**config.mk**
```make
export PLATFORM = sky130hd
export DESIGN_NAME = encoder_button_event_qualifier
export DESIGN_NICKNAME = d
export VERILOG_FILES = /design/src/sv/ebeq_pkg.sv /design/src/sv/encoder_button_event_qualifier.sv
export SDC_FILE = /design/constraint.sdc
export NUM_CORES = 1
export LEC_CHECK = 0
export BUFFER_PORTS_ARGS = -buffer_cell sky130_fd_sc_hd__buf_2
export CAP_MARGIN = 20
export CORE_MARGIN = 2
export CORE_UTILIZATION = 40
export CTS_CLUSTER_SIZE = 40
export DETAILED_ROUTE_END_ITERATION = 16
export MAX_ROUTING_LAYER = met4
export SYNTH_ARGS = -nofsm -noshare
export SYNTH_HDL_FRONTEND = slang
export SYNTH_SLANG_ARGS = --single-unit
```
**constraint.sdc**
```tcl
create_clock -name clk -period 4.9 [get_ports clk]
set_clock_uncertainty 0.15 [all_clocks]
set_input_delay 0.49 -clock clk [delete_from_list [all_inputs] [get_ports clk]]
set_output_delay 0.49 -clock clk [all_outputs]
set_load 0.02 [all_outputs]
```
**src/sv/ebeq_pkg.sv**
```systemverilog
`timescale 1ns / 1ps
// ----------------------------------------------------------------------------
// ebeq_pkg
// Types and constants shared by the encoder / button event qualifier.
// ----------------------------------------------------------------------------
package ebeq_pkg;

  localparam int unsigned LockW = 24;

  // Item kinds on the input channel
  localparam logic [1:0] ACT_ENC  = 2'd0;
  localparam logic [1:0] ACT_BTN  = 2'd1;
  localparam logic [1:0] ACT_TICK = 2'd2;

  // Encoder A/B patterns
  localparam logic [1:0] AB_IDLE = 2'd3;
  localparam logic [1:0] AB_A    = 2'd1;
  localparam logic [1:0] AB_B    = 2'd2;

  // Rotation direction tracking
  localparam logic [1:0] DIR_NONE = 2'd0;
  localparam logic [1:0] DIR_UP   = 2'd1;
  localparam logic [1:0] DIR_DOWN = 2'd2;

  // Event codes
  localparam logic [2:0] EV_UP       = 3'd0;
  localparam logic [2:0] EV_DOWN     = 3'd1;
  localparam logic [2:0] EV_CLICK    = 3'd2;
  localparam logic [2:0] EV_BTN_UP   = 3'd3;
  localparam logic [2:0] EV_BTN_LEFT = 3'd4;
  localparam logic [2:0] EV_BTN_RGT  = 3'd5;
  localparam logic [2:0] EV_BTN_DOWN = 3'd6;
  localparam logic [2:0] EV_BTN_CTR  = 3'd7;

  localparam logic [LockW-1:0] LOCKOUT_RST = 24'd2000000;

  typedef struct packed {
    logic [1:0] action;
    logic [2:0] enc_pins;
    logic [4:0] btn_pins;
  } in_item_t;

  typedef struct packed {
    logic [2:0] event_res;
    logic       last;
  } out_item_t;

endpackage

```
**src/sv/encoder_button_event_qualifier.sv**
```systemverilog
`timescale 1ns / 1ps
// Latency: results of an item appear on out_item the cycle after it is accepted.
// Throughput: one item per cycle while out_stall is low; an encoder item
// with both a click and a rotation event fills two slots, stalling the next.
// Reset (synchronous, rst_n low): encoder idle, no lockout, lockout length
// 2000000 ticks, result queue empty.
// ----------------------------------------------------------------------------
// encoder_button_event_qualifier
// Quadrature step decoding plus click/button edge qualification with a shared
// tick-based debounce lockout; results go through a two-slot output register.
// ----------------------------------------------------------------------------
module encoder_button_event_qualifier
  import ebeq_pkg::*;
(
  input  logic             clk,
  input  logic             rst_n,
  // input items
  input  logic             in_valid,
  output logic             in_stall,
  input  in_item_t         in_item,
  // result items
  output logic             out_valid,
  input  logic             out_stall,
  output out_item_t        out_item,
  // lockout length register
  input  logic             cfg_valid,
  output logic             cfg_ready,
  input  logic [LockW-1:0] cfg_data
);

  logic [LockW-1:0] lock_ticks_r;
  logic [1:0]       enc_prev_r, enc_prev_nxt;
  logic [1:0]       rot_dir_r, rot_dir_nxt;
  logic             click_prev_r, click_prev_nxt;
  logic [4:0]       btn_prev_r, btn_prev_nxt;
  logic             accept_en_r, accept_en_nxt;
  logic [LockW-1:0] lock_left_r, lock_left_nxt;

  out_item_t        q0_r, q0_nxt, q1_r, q1_nxt;
  logic [1:0]       cnt_r, cnt_nxt;

  logic             in_acc, out_pop;
  logic             click, click_ev, rot_ev, btn_ev, start_lock;
  logic [1:0]       ab;
  logic [2:0]       rot_code, btn_code;
  logic [1:0]       res_n;
  out_item_t        res0, res1;

  assign cfg_ready = 1'b1;
  assign out_valid = (cnt_r != 2'd0);
  assign out_item  = q0_r;
  assign out_pop   = out_valid && !out_stall;
  // room when empty, or holding one that leaves this cycle
  assign in_stall  = !((cnt_r == 2'd0) || ((cnt_r == 2'd1) && out_pop));
  assign in_acc    = in_valid && !in_stall;

  assign click = in_item.enc_pins[2];
  assign ab    = in_item.enc_pins[1:0];

  // one-hot button pattern to event code
  always_comb begin
    btn_ev   = 1'b1;
    btn_code = EV_BTN_UP;
    case (in_item.btn_pins)
      5'b00001: btn_code = EV_BTN_UP;
      5'b00010: btn_code = EV_BTN_LEFT;
      5'b00100: btn_code = EV_BTN_RGT;
      5'b01000: btn_code = EV_BTN_DOWN;
      5'b10000: btn_code = EV_BTN_CTR;
      default:  btn_ev   = 1'b0;
    endcase
  end

  // per-item state update and event detection
  always_comb begin
    enc_prev_nxt   = enc_prev_r;
    rot_dir_nxt    = rot_dir_r;
    click_prev_nxt = click_prev_r;
    btn_prev_nxt   = btn_prev_r;
    accept_en_nxt  = accept_en_r;
    lock_left_nxt  = lock_left_r;
    click_ev       = 1'b0;
    rot_ev         = 1'b0;
    rot_code       = EV_UP;
    start_lock     = 1'b0;
    res_n          = 2'd0;
    res0           = '{event_res: EV_UP, last: 1'b1};
    res1           = '{event_res: EV_UP, last: 1'b1};
    if (in_acc) begin
      case (in_item.action)
        ACT_ENC: begin
          if ((click != click_prev_r) && accept_en_r) begin
            start_lock = 1'b1;
            click_ev   = click;
          end
          click_prev_nxt = click;
          case (ab)
            AB_IDLE: begin
              if ((enc_prev_r == AB_B) && (rot_dir_r == DIR_UP)) begin
                rot_ev   = 1'b1;
                rot_code = EV_UP;
              end else if ((enc_prev_r == AB_A) && (rot_dir_r == DIR_DOWN)) begin
                rot_ev   = 1'b1;
                rot_code = EV_DOWN;
              end
              rot_dir_nxt = DIR_NONE;
            end
            AB_A: if (enc_prev_r == AB_IDLE) rot_dir_nxt = DIR_UP;
            AB_B: if (enc_prev_r == AB_IDLE) rot_dir_nxt = DIR_DOWN;
            default: ;
          endcase
          enc_prev_nxt = ab;
        end
        ACT_BTN: begin
          if (in_item.btn_pins != btn_prev_r) begin
            btn_prev_nxt = in_item.btn_pins;
            if (accept_en_r) begin
              start_lock = 1'b1;
            end
          end
        end
        ACT_TICK: begin
          if (lock_left_r != '0) begin
            lock_left_nxt = lock_left_r - 1'b1;
            if (lock_left_r == {{(LockW-1){1'b0}}, 1'b1}) accept_en_nxt = 1'b1;
          end
        end
        default: ;
      endcase
      if (start_lock) begin
        accept_en_nxt = 1'b0;
        lock_left_nxt = (lock_ticks_r != '0) ? lock_ticks_r
                                             : {{(LockW-1){1'b0}}, 1'b1};
      end
      // order results: click before rotation
      if (in_item.action == ACT_BTN) begin
        if (start_lock && btn_ev) begin
          res_n = 2'd1;
          res0  = '{event_res: btn_code, last: 1'b1};
        end
      end else if (click_ev && rot_ev) begin
        res_n = 2'd2;
        res0  = '{event_res: EV_CLICK, last: 1'b0};
        res1  = '{event_res: rot_code, last: 1'b1};
      end else if (click_ev) begin
        res_n = 2'd1;
        res0  = '{event_res: EV_CLICK, last: 1'b1};
      end else if (rot_ev) begin
        res_n = 2'd1;
        res0  = '{event_res: rot_code, last: 1'b1};
      end
    end
  end

  // two-slot result queue
  always_comb begin
    q0_nxt  = q0_r;
    q1_nxt  = q1_r;
    cnt_nxt = cnt_r;
    if (in_acc) begin
      q0_nxt  = res0;
      q1_nxt  = res1;
      cnt_nxt = res_n;
    end else if (out_pop) begin
      q0_nxt  = q1_r;
      cnt_nxt = cnt_r - 2'd1;
    end
  end

  // control and state registers
  always_ff @(posedge clk) begin
    if (!rst_n) begin
      lock_ticks_r <= LOCKOUT_RST;
      enc_prev_r   <= AB_IDLE;
      rot_dir_r    <= DIR_NONE;
      click_prev_r <= 1'b0;
      btn_prev_r   <= '0;
      accept_en_r  <= 1'b1;
      lock_left_r  <= '0;
      cnt_r        <= 2'd0;
    end else begin
      if (cfg_valid && cfg_ready) lock_ticks_r <= cfg_data;
      enc_prev_r   <= enc_prev_nxt;
      rot_dir_r    <= rot_dir_nxt;
      click_prev_r <= click_prev_nxt;
      btn_prev_r   <= btn_prev_nxt;
      accept_en_r  <= accept_en_nxt;
      lock_left_r  <= lock_left_nxt;
      cnt_r        <= cnt_nxt;
    end
  end

  // result payload
  always_ff @(posedge clk) begin
    q0_r <= q0_nxt;
    q1_r <= q1_nxt;
  end

`ifndef SYNTH
  a_cnt_range: assert property (@(posedge clk) disable iff (!rst_n)
    cnt_r != 2'd3) else $error("result queue count out of range");

  a_lock_blocks: assert property (@(posedge clk) disable iff (!rst_n)
    (lock_left_r != '0) |-> !accept_en_r) else $error("lockout running while accepting");

  a_not_last_follow: assert property (@(posedge clk) disable iff (!rst_n)
    (out_valid && !out_item.last) |-> (cnt_r == 2'd2))
    else $error("non-final result without a follower");

  a_btn_single: assert property (@(posedge clk) disable iff (!rst_n)
    (in_acc && (in_item.action == ACT_BTN)) |=> (cnt_r != 2'd2))
    else $error("button item gave two results");
`endif

endmodule
```
==> metrics.md <==
| Metric | Value |
|---|---|
| Run status | `finished, final reports clean` |
| GP Congestion | `0.882` |
| Starting density of the core | `40.9%` |
| LEAKAGE | `1.58 nW` |
| Slew Limit Headroom | `28.9%` |
| Clk buf depth | `2` |
| Top_reg_cell synth | `dfxtp_1` |
| Post-synth top cells | `dfxtp_1, nor2_1, mux2i_1` |
| DRT iter0 DRCs | `248` |
| Final setup viols | `0` |
| Antenna Nets Post-Route | `0` |
| Wire length per cell | `15.9 um` |
| Clock transition at path regs | `0.08 ns` |
| Worst min-delay path class | `primary input to flip-flop` |
| Ys async rst share | `0%` |
| Die height | `98.2 um` |
| Family with the most delay on the worst path | `compound AO/OA/AOI/OAI gates` |
| Die Area | `9640 sq um` |
| DRC errors left | `0` |
| # resized after CTS | `0` |
| CP max FO | `15` |
| Power Total | `1.65 mW` |
| Number of global-route vias before repair | `2923` |
| Hold-fix buffers, CTS | `0` |
| Worst-Margin Slew | `1.05 ns` |
| Sequential area share after synthesis | `38.7%` |
| Port Buf Inserts | `44` |
| Critical path's largest stage delay | `0.89 ns` |
| WP buf/inv | `0` |
| Sink Count | `66` |
| WP data required | `4.99 ns` |
| Critical path capture point type | `flip-flop` |
| Critical path arrival | `3.33 ns` |
| Die width | `98.2 um` |
| Share of the synthesized area in the top cell type | `34.4%` |
| CP max-delay cell | `o211ai_1` |
| Largest net degree at the start of global routing | `60` |
| First-pass GRT wire length | `14700 um` |
| Initial antenna violation count | `0` |
| Total number of vias | `3225` |
| CP startpoint kind | `flip-flop` |
| Total GRT Usage | `19.3%` |
| Vias per cell | `5.73` |
| Worst skew pair latency | `0.35 ns` |
| First drt pass iteration count | `4` |
| Mapped Area | `3550 sq um` |
| Fin. max-slew vios | `0` |
| Critical setup path kind | `flip-flop to flip-flop` |
| Post-synthesis area per instance | `8.47 sq um` |
| Synth unique cells | `56` |
| Share of layout cells above drive strength 1 | `14.9%` |
| Fin. Hold Viols | `0` |
| Fillers | `877` |
| RSZ-0062 raised after global routing | `false` |
| Syn_nets | `464` |
| Post-synth EDFFs | `5` |
| Reg area | `1370 sq um` |
| Yosys synthesis warning count | `0` |
| Io pins | `46` |
| Final #Nets | `496` |
| Area Overhead vs Synth | `14.4%` |
| Leading area contributor after synthesis | `dfxtp_1` |
| Ranking of synthesized cells by area | `dfxtp_1, mux2i_1, nor2b_1` |
| Drt total wl | `8920 um` |
| Rows | `34` |
| Root Driver | `clkbuf_8` |
| H-tree levels | `3` |
| Seq cells post-synth | `66` |
| Setup Buffers After CTS | `0` |
| Most frequent cell after synthesis | `dfxtp_1` |
| # Max-Cap Violations | `0` |
| Total Neg Setup Slack | `0 ns` |
| Tmin final | `3.24 ns` |
| Fmax | `0.308 GHz` |
| Ant diodes | `0` |
| Pwr dens | `406 nW/um^2` |
| Cell-by-cell trace of the critical path | `nor4_2 > nand3_1 > o31a_1 > o211ai_1 > a21oi_1 > a31o_2` |
| Multi-input gate area | `2030 sq um` |
| Congestion Overflow GR | `0` |
| CTS Buf Count | `9` |
| TritonCTS clock tree | `built` |
| Cells after Synth | `419` |
| Final HPWL DP | `6060 um` |
| Peak supply drop | `0.000201 V` |
| Core Box Area | `8680 sq um` |
| Tcrit/Tclk final | `66.2%` |
[layer usage]
metal,track usage (%),vias up,part of all wire [%]
met1,25.3,1528,47
met2,29.8,84,47
met3,4.29,6,5.0
met4,6.22,0,0.83
met5,-,-,0
li1,-,1607,-
[where the power goes]
group	internal [mW]	switching, mW	total [mW]
Clock	0.317	0.221	0.539
Combinational	0.180	0.293	0.474
Sequential	0.590	0.0446	0.635
[per-stage QoR]
| step | cell area, sq um | hold slack, ns | util (%) | cells | setup slack (ns) |
|---|---|---|---|---|---|
| after floorplan | 3550 | 0.291 | - | 419 | 2.46 |
| final | 4060 | 0.204 | 46.8 | 563 | 1.66 |
| after global routing | 4060 | 0.223 | 46.8 | 563 | 1.46 |
| after global placement | 3820 | 0.312 | 44.1 | 548 | 1.83 |
| after CTS | 4060 | 0.192 | 46.8 | 563 | 1.74 |
| after detailed placement | 3820 | 0.325 | 44.1 | 548 | 1.77 |
[area by class of cell]
type                    count  share of cell area, %
clock inverters             5                   2.10
clock buffers              10                   3.67
well taps                 108                   3.33
flip-flops and latches     66                   33.8
multi-input cells         316                   50.0
inverters                  10                  0.925
repair buffers             48                   6.17
[state kept, by name, summed over array words and instances (netlist names)]
name          cells
rot_dir_r         2
accept_en_r       1
cnt_r             2
lock_left_r      24
lock_ticks_r     24
out_item          4
q1_r              1
click_prev_r      1
btn_prev_r        5
enc_prev_r        2
[layout by cell type, fill, tap and decap left out, types with 6 or more instances in the layout]
master	synthesis	final
a21oi_1	23	23
buf_2	1	44
clkbuf_8	0	9
dfxtp_1	61	61
ha_1	6	6
inv_1	10	10
mux2i_1	31	31
nand2_1	27	27
nand3_1	17	17
nand4_1	6	6
nor2_1	32	32
nor2b_1	26	26
nor3_1	16	16
nor4_1	13	13
o211ai_1	12	12
o21ai_0	29	29
xnor2_1	8	8
[tightest hold or removal path, cell delays in order]
cell and delay, ns:
buf_2 0.08, mux2i_1 0.05, nand2_1 0.05
[path summary, 6_finish.rpt]
kind | startpoint | end | slack [ns] | cells after the start
hold reg to reg | lock_left_r[13]$_SDFFE_PN0P_ | lock_left_r[13]$_SDFFE_PN0P_ | 0.34 | 2
setup reg to reg | lock_left_r[6]$_SDFFE_PN0P_ | lock_left_r[22]$_SDFFE_PN0P_ | 1.66 | 6
hold / removal | cfg_data[19] | lock_ticks_r[19]$_SDFFE_PN1P_ | 0.20 | 3
setup / recovery | lock_left_r[6]$_SDFFE_PN0P_ | lock_left_r[22]$_SDFFE_PN0P_ | 1.66 | 6
[logic make-up after synthesis]
group / Yosys count / synth area share [%]
other: 1 / 0.106
xor gates and xnor gates: 10 / 2.47
DFF: 66 / 38.7
and+or+nand+nor: 163 / 24.5
AOI/OAI and AO/OA: 105 / 19.3
adders and majority gates: 6 / 2.12
muxes: 31 / 8.75
buffers and inverters: 37 / 4.09
(Power assumes the default switching activity.)
